## src/hdl/sjw_pkg.sv

```systemverilog
package sjw_pkg;

	localparam int LINE_BYTES = 256;
	localparam int OFS_W = $clog2(LINE_BYTES);

	localparam logic [OFS_W-1:0] LAST_OFS = OFS_W'(LINE_BYTES - 1);
	localparam logic [OFS_W-1:0] PAIR_LAST_OFS = OFS_W'(LINE_BYTES - 3);
	localparam logic [7:0] COUNT_MAX = 8'hFF;

	localparam logic [7:0] CH_NUL = 8'h00;
	localparam logic [7:0] CH_TAB = 8'h09;
	localparam logic [7:0] CH_LF = 8'h0A;
	localparam logic [7:0] CH_CR = 8'h0D;
	localparam logic [7:0] CH_SPACE = 8'h20;
	localparam logic [7:0] CH_HASH = 8'h23;
	localparam logic [7:0] CH_SLASH = 8'h2F;

	typedef enum logic [1:0] {
		EV_WORD = 2'd0,
		EV_CUT = 2'd1,
		EV_END = 2'd2
	} event_kind_t;

	function automatic logic is_lead(input logic [7:0] c);
		return (c >= 8'h81 && c <= 8'h9F) || (c >= 8'hE0 && c <= 8'hEF);
	endfunction

	function automatic logic is_trail(input logic [7:0] c);
		return (c >= 8'h40 && c <= 8'h7E) || (c >= 8'h80 && c <= 8'hFC);
	endfunction

	function automatic logic is_letter(input logic [7:0] c);
		return (c >= 8'h41 && c <= 8'h5A) || (c >= 8'h61 && c <= 8'h7A);
	endfunction

	function automatic logic [7:0] to_pos(input logic [OFS_W-1:0] o);
		logic [OFS_W+7:0] w;
		w = {8'd0, o};
		return w[7:0];
	endfunction

endpackage

```

## src/hdl/sjw_text_if.sv

```systemverilog
interface sjw_text_if;
	logic valid;
	logic ready;
	logic [7:0] text_byte;
	logic line_start;

	modport source(output valid, text_byte, line_start, input ready);
	modport sink(input valid, text_byte, line_start, output ready);
endinterface

```

## src/hdl/sjw_event_if.sv

```systemverilog
interface sjw_event_if;
	logic valid;
	logic ready;
	logic [1:0] event_kind;
	logic [7:0] byte_position;
	logic [7:0] word_count;

	modport source(output valid, event_kind, byte_position, word_count, input ready);
	modport sink(input valid, event_kind, byte_position, word_count, output ready);
endinterface

```

## src/hdl/sjis_word_splitter.sv

```systemverilog
// Channel  Direction  Request contents
// text     in         text_byte, line_start
// events   out        event_kind, byte_position, word_count
//
// One request is taken per cycle when ready; any event it makes is registered next cycle.
// Each byte is decided when the following byte arrives, so events lag the input by one request.
// A request is taken while an event waits, provided the consumer takes it in the same cycle.
// Reset clears the held byte, the word flag, the line-done flag, the position and the count.
module sjis_word_splitter import sjw_pkg::*; (
	input logic clk,
	input logic arst_n,
	sjw_text_if.sink text,
	sjw_event_if.source events
);

	logic [7:0] held_q;
	logic held_valid_q;
	logic in_word_q;
	logic line_done_q;
	logic [OFS_W-1:0] offset_q;
	logic [7:0] count_q;

	logic out_valid_q;
	event_kind_t kind_q;
	logic [7:0] pos_q;
	logic [7:0] out_count_q;

	logic accept;
	logic load;

	logic [7:0] cur_held, nxt_held;
	logic cur_hv, nxt_hv;
	logic cur_in_word, nxt_in_word;
	logic cur_done, nxt_done;
	logic [OFS_W-1:0] cur_offset, nxt_offset;
	logic [7:0] cur_count, nxt_count;
	logic emit;
	event_kind_t kind;
	logic [7:0] b;

	assign text.ready = !out_valid_q || events.ready;
	assign accept = text.valid && text.ready;
	assign load = accept && emit;

	always_comb begin
		b = text.text_byte;
		if (text.line_start) begin
			cur_held = CH_NUL;
			cur_hv = 1'b0;
			cur_in_word = 1'b0;
			cur_done = 1'b0;
			cur_offset = '0;
			cur_count = 8'd0;
		end else begin
			cur_held = held_q;
			cur_hv = held_valid_q;
			cur_in_word = in_word_q;
			cur_done = line_done_q;
			cur_offset = offset_q;
			cur_count = count_q;
		end
		nxt_held = cur_held;
		nxt_hv = cur_hv;
		nxt_in_word = cur_in_word;
		nxt_done = cur_done;
		nxt_offset = cur_offset;
		nxt_count = cur_count;
		emit = 1'b0;
		kind = EV_WORD;
		if (!cur_done) begin
			if (!cur_hv) begin
				nxt_held = b;
				nxt_hv = 1'b1;
			end else if (cur_offset == LAST_OFS) begin
				nxt_done = 1'b1;
				emit = 1'b1;
				kind = EV_END;
			end else if (is_lead(cur_held) && is_trail(b) && cur_offset <= PAIR_LAST_OFS) begin
				if (!cur_in_word) begin
					nxt_in_word = 1'b1;
					nxt_count = (cur_count != COUNT_MAX) ? cur_count + 8'd1 : cur_count;
					emit = 1'b1;
					kind = EV_WORD;
				end
				nxt_offset = cur_offset + OFS_W'(2);
				nxt_hv = 1'b0;
				nxt_held = CH_NUL;
			end else if (cur_held == CH_NUL || cur_held == CH_LF || cur_held == CH_HASH ||
					(cur_held == CH_CR && b == CH_LF) ||
					(cur_held == CH_SLASH && b == CH_SLASH)) begin
				nxt_done = 1'b1;
				emit = 1'b1;
				kind = EV_END;
			end else begin
				if (cur_held == CH_SPACE || cur_held == CH_TAB) begin
					if (cur_in_word) begin
						emit = 1'b1;
						kind = EV_CUT;
					end
					nxt_in_word = 1'b0;
				end else if (is_letter(cur_held) && !cur_in_word) begin
					nxt_in_word = 1'b1;
					nxt_count = (cur_count != COUNT_MAX) ? cur_count + 8'd1 : cur_count;
					emit = 1'b1;
					kind = EV_WORD;
				end
				nxt_held = b;
				nxt_offset = cur_offset + OFS_W'(1);
			end
		end
	end

	always_ff @(posedge clk or negedge arst_n) begin
		if (!arst_n) begin
			held_q <= CH_NUL;
			held_valid_q <= 1'b0;
			in_word_q <= 1'b0;
			line_done_q <= 1'b0;
			offset_q <= '0;
			count_q <= 8'd0;
		end else if (accept) begin
			held_q <= nxt_held;
			held_valid_q <= nxt_hv;
			in_word_q <= nxt_in_word;
			line_done_q <= nxt_done;
			offset_q <= nxt_offset;
			count_q <= nxt_count;
		end
	end

	always_ff @(posedge clk or negedge arst_n) begin
		if (!arst_n) begin
			out_valid_q <= 1'b0;
		end else if (load) begin
			out_valid_q <= 1'b1;
		end else if (events.ready) begin
			out_valid_q <= 1'b0;
		end
	end

	always_ff @(posedge clk) begin
		if (load) begin
			kind_q <= kind;
			pos_q <= to_pos(cur_offset);
			out_count_q <= nxt_count;
		end
	end

	assign events.valid = out_valid_q;
	assign events.event_kind = kind_q;
	assign events.byte_position = pos_q;
	assign events.word_count = out_count_q;

	a_done_silent: assert property (@(posedge clk) disable iff (!arst_n)
		(accept && line_done_q && !text.line_start) |-> !load)
		else $error("event produced after the line had ended");

	a_first_byte_held: assert property (@(posedge clk) disable iff (!arst_n)
		(accept && (text.line_start || !held_valid_q) && !(line_done_q && !text.line_start))
		|-> !load)
		else $error("event produced without a held byte");

	a_offset_range: assert property (@(posedge clk) disable iff (!arst_n)
		offset_q <= LAST_OFS)
		else $error("byte offset beyond the line length");

	a_ready_when_empty: assert property (@(posedge clk) disable iff (!arst_n)
		!out_valid_q |-> text.ready)
		else $error("input stalled with an empty output register");

	a_word_counts: assert property (@(posedge clk) disable iff (!arst_n)
		(accept && !text.line_start && kind == EV_WORD && load && count_q != COUNT_MAX)
		|=> count_q == $past(count_q) + 8'd1)
		else $error("word event without a count increment");

	a_end_is_final: assert property (@(posedge clk) disable iff (!arst_n)
		(load && kind == EV_END) |=> line_done_q)
		else $error("line end event without the line-done flag");

endmodule
```

## src/flat_wrapper.sv

```systemverilog
// flat-port wrapper written by rule: the top's interface ports become plain ports
module sjis_word_splitter_flat import sjw_pkg::*;
  (clk, arst_n, text_valid, text_text_byte, text_line_start, text_ready, events_valid, events_event_kind, events_byte_position, events_word_count, events_ready);
  sjw_text_if text_i ();
  sjw_event_if events_i ();
  input logic clk;
  input logic arst_n;
  input wire logic [$bits(text_i.valid)-1:0] text_valid;
  input wire logic [$bits(text_i.text_byte)-1:0] text_text_byte;
  input wire logic [$bits(text_i.line_start)-1:0] text_line_start;
  output wire logic [$bits(text_i.ready)-1:0] text_ready;
  output wire logic [$bits(events_i.valid)-1:0] events_valid;
  output wire logic [$bits(events_i.event_kind)-1:0] events_event_kind;
  output wire logic [$bits(events_i.byte_position)-1:0] events_byte_position;
  output wire logic [$bits(events_i.word_count)-1:0] events_word_count;
  input wire logic [$bits(events_i.ready)-1:0] events_ready;
  assign text_i.valid = text_valid;
  assign text_i.text_byte = text_text_byte;
  assign text_i.line_start = text_line_start;
  assign text_ready = text_i.ready;
  assign events_valid = events_i.valid;
  assign events_event_kind = events_i.event_kind;
  assign events_byte_position = events_i.byte_position;
  assign events_word_count = events_i.word_count;
  assign events_i.ready = events_ready;
  sjis_word_splitter u_core (.clk(clk), .arst_n(arst_n), .text(text_i), .events(events_i));
endmodule
```

## config.mk

```make
export PLATFORM = sky130hd
export DESIGN_NAME = sjis_word_splitter_flat
export DESIGN_NICKNAME = d
export VERILOG_FILES = /design/src/hdl/sjw_pkg.sv /design/src/hdl/sjw_text_if.sv /design/src/hdl/sjw_event_if.sv /design/src/hdl/sjis_word_splitter.sv /design/src/flat_wrapper.sv
export SDC_FILE = /design/constraint.sdc
export NUM_CORES = 1
export LEC_CHECK = 0
export ABC_CLOCK_PERIOD_IN_PS = 5300
export BUFFER_PORTS_ARGS = -buffer_cell sky130_fd_sc_hd__clkbuf_2
export CORE_UTILIZATION = 60
export DETAILED_ROUTE_END_ITERATION = 16
export PLACE_DENSITY = 0.79
export SLEW_MARGIN = 30
export SYNTH_ARGS = -nofsm -noshare
export SYNTH_HDL_FRONTEND = slang
export SYNTH_SLANG_ARGS = --single-unit
```

## constraint.sdc

```tcl
create_clock -name clk -period 5.3 [get_ports clk]
set_input_delay 1.59 -clock clk [delete_from_list [all_inputs] [get_ports clk]]
set_output_delay 1.59 -clock clk [all_outputs]
set_load 0.02 [all_outputs]
```

==> results.json <==
{
  "yosys_most_used_dff": "dfrtp_1",
  "n_fill_cell": 365,
  "ff_latch_area_mm2": 0.001241,
  "grt_max_degree": 29,
  "ys_seq_area_frac": 0.4485,
  "coreArea_mm2": 0.004384,
  "yosys_warnings": 0,
  "core.rowCount": 24,
  "path_depth": 8,
  "place_area_mm2": 0.002970,
  "cts_tree": "built",
  "grt_pass1_vias": 2152,
  "start_util": 0.6313,
  "cp.buffers_inverters": 2,
  "drtIter0Drc": 263,
  "clockBufferDepth": 2,
  "fin_crit_ns": 4.258,
  "track_usage": 0.2689,
  "worst_pin_slew_ns": 0.7444,
  "synth_edf_count": 18,
  "design_area_mm2": 0.003050,
  "post-place-ws_ns": 0.7518,
  "hold_buffers": 0,
  "hp-class": "register to register",
  "synth_cell_types": 69,
  "timing.fmax_mhz": 234.9,
  "path_clk_slew_ns": 0.08,
  "drive_gt1_frac": 0.1830,
  "path_delay_family": "simple AND/OR/NAND/NOR gates",
  "tns_ns": 0,
  "synth_cells": 284,
  "io_buffers": 32,
  "cts_sinks": 46,
  "rrSetupSlack_ns": 2.10,
  "die_w_um": 69.92,
  "vias_per_cell": 6.328,
  "avgSynthCellArea_um2": 9.745,
  "path_class": "input pin to register",
  "holdWs_ns": 0.5167,
  "drt-wirelength-per-cell_um": 17.13,
  "status": "finished, final reports clean",
  "crit_path_max_incr_delay_ns": 0.68,
  "required_ns": 5.31,
  "grt_first_pass_wirelength_um": 10300,
  "setup_viol": 0,
  "hold_violations": 0,
  "worstSetupEndpointType": "register",
  "crit_fanout": 13,
  "drt_wl_total_um": 6322,
  "post_cts.repair.setup_buffers": 0,
  "crit_chain": "clkbuf_2 -> or4_4 -> or3_1 -> a21oi_1 -> nor3_2 -> and2_4 -> a311oi_2 -> buf_4",
  "power.density_mw_per_mm2": 318.1,
  "io_pins": 33,
  "fin_crit_sh": 0.8033,
  "final_common_cell": "nand2_1",
  "area_delta_synth_final_pct": 10.22,
  "setup_ws_ns": 1.042,
  "arrival_ns": 4.27,
  "cp-start-kind": "input pin",
  "gr-total-overflow": 0,
  "cts_resized": 0,
  "dpl.hpwl_um": 4627,
  "synth_nets": 302,
  "irDropWorstVdd_v": 0.0001486,
  "synth.cell_area_mm2": 0.002768,
  "crit_end": "u_core.events.byte_position[2]",
  "final_cell_mix": "nand2_1 (33), clkbuf_2 (32), dfrtp_1 (28), nor2_1 (23), edfxtp_1 (18)",
  "die_area_mm2": 0.004888,
  "relSlewSlack": 0.5037,
  "drcViolationCount": 0,
  "rr_worst_depth": 7,
  "clkLatencyLatePin_ns": 0.30,
  "antenna_left": 0,
  "die_y_um": 69.92,
  "rsz0062_at_grt": "false",
  "dr.pass1.iters": 5,
  "finalClockSkew_ns": 0.007081,
  "multiInputGateArea_mm2": 0.001440,
  "async_reset_ff_frac": 0.6087,
  "vias": 2335,
  "startpoint": "text_line_start",
  "maxCapViolations": 0,
  "yosys_register_bits": 46,
  "final_nets": 334,
  "timing.rr.end": "u_core.events.byte_position[2]",
  "critPathSlowestCell": "a311oi_2",
  "place_congestion": 0.9439,
  "antenna_found_initial": 0,
  "leakagePower_nw": 1.218,
  "slew_viol_final": 0,
  "htreeDepth": 2,
  "reg2reg_from": "u_core.held_q[4]",
  "clock-root-buffer": "clkbuf_8",
  "numCtsBuffers": 5,
  "insertedDiodeCount": 0
}
## layout make-up
class	instances	area share
multi-input cells	219	0.4721
flip-flops and latches	46	0.4069
repair buffers	37	0.06481
clock buffers	5	0.02256
well taps	52	0.02133
inverters	7	0.008614
clock inverters	3	0.003692
## worst min-delay path: cells and delay by family, from the launching register on
family	cells	cell delay, ns
AO/OA/AOI/OAI	2	0.13
flip-flops	1	0.36
## cell usage after synthesis (2+ instances only)
library cell / count / share of area
a211oi_1: 3 / 0.0081
a21oi_1: 10 / 0.018
a221o_1: 3 / 0.011
a22o_1: 8 / 0.025
a311oi_1: 3 / 0.0095
a31oi_1: 4 / 0.0090
a32oi_1: 3 / 0.0095
and2_1: 3 / 0.0068
and3_1: 7 / 0.016
and4_1: 2 / 0.0063
buf_2: 3 / 0.0054
clkbuf_1: 7 / 0.0095
dfrtp_1: 28 / 0.25
edfxtp_1: 18 / 0.20
ha_1: 5 / 0.023
inv_1: 6 / 0.0081
nand2_1: 33 / 0.045
nand2b_1: 8 / 0.018
nand3_1: 13 / 0.024
nand4_1: 3 / 0.0068
nor2_1: 23 / 0.031
nor2b_1: 11 / 0.025
nor3_1: 7 / 0.013
nor3b_1: 2 / 0.0054
nor4_1: 7 / 0.016
o211ai_1: 2 / 0.0054
o21ai_0: 7 / 0.013
o21ai_2: 2 / 0.0063
o32ai_1: 2 / 0.0063
o41ai_1: 2 / 0.0063
or3_1: 4 / 0.0090
xnor2_1: 8 / 0.025
## registers in the layout, indices dropped and copies added (netlist names)
signal,count
u_core.count_q,8
u_core.events.byte_position,8
u_core.events.event_kind,2
u_core.events.valid,1
u_core.events.word_count,8
u_core.held_q,8
u_core.held_valid_q,1
u_core.in_word_q,1
u_core.line_done_q,1
u_core.offset_q,8
## metrics by stage
step,util,power (mW),cells
2_1_floorplan,-,0.6995,284
3_3_place_gp,0.6775,0.7675,361
3_5_place_dp,0.6775,0.7724,361
4_1_cts,0.6958,0.9709,369
5_1_grt,0.6958,1.023,369
6_report,0.6958,0.9704,369
## report_power, final
part	leakage [nW]	internal (mW)	total (mW)	switching, mW
sequential	0.531	0.424	0.490	0.0659
combinational	0.646	0.112	0.282	0.170
clock	0.0407	0.0881	0.199	0.111
## layer usage
metal  global-route usage  part of all wire  vias up
met3              0.03463             0.065        9
li1                     -                 -     1134
met2               0.4006              0.46       90
met5                    0                 0        -
met1               0.3985              0.46     1102
met4               0.1089             0.017        0
## logic make-up after synthesis
group	after synthesis	share of synthesized area
adder cells (fa/ha/maj)	5	0.02260
AND/OR/NAND/NOR	137	0.2694
multiplexers	2	0.008137
buffers and inverters	19	0.03119
XOR/XNOR	9	0.02848
AO/OA/AOI/OAI	66	0.1917
flip-flops	46	0.4485
## worst min path at each step
stage                      start  cells past startpoint  slack [ns]           endpoint
2_1_floorplan  u_core.count_q[5]                      2        0.47  u_core.count_q[5]
3_3_place_gp   u_core.count_q[5]                      2        0.49  u_core.count_q[5]
3_5_place_dp   u_core.count_q[5]                      2        0.49  u_core.count_q[5]
4_1_cts        u_core.count_q[5]                      2        0.52  u_core.count_q[5]
5_1_grt        u_core.count_q[5]                      2        0.56  u_core.count_q[5]
6_report       u_core.count_q[5]                      2        0.52  u_core.count_q[5]
No activity file was read; power rests on OpenSTA's default activity.
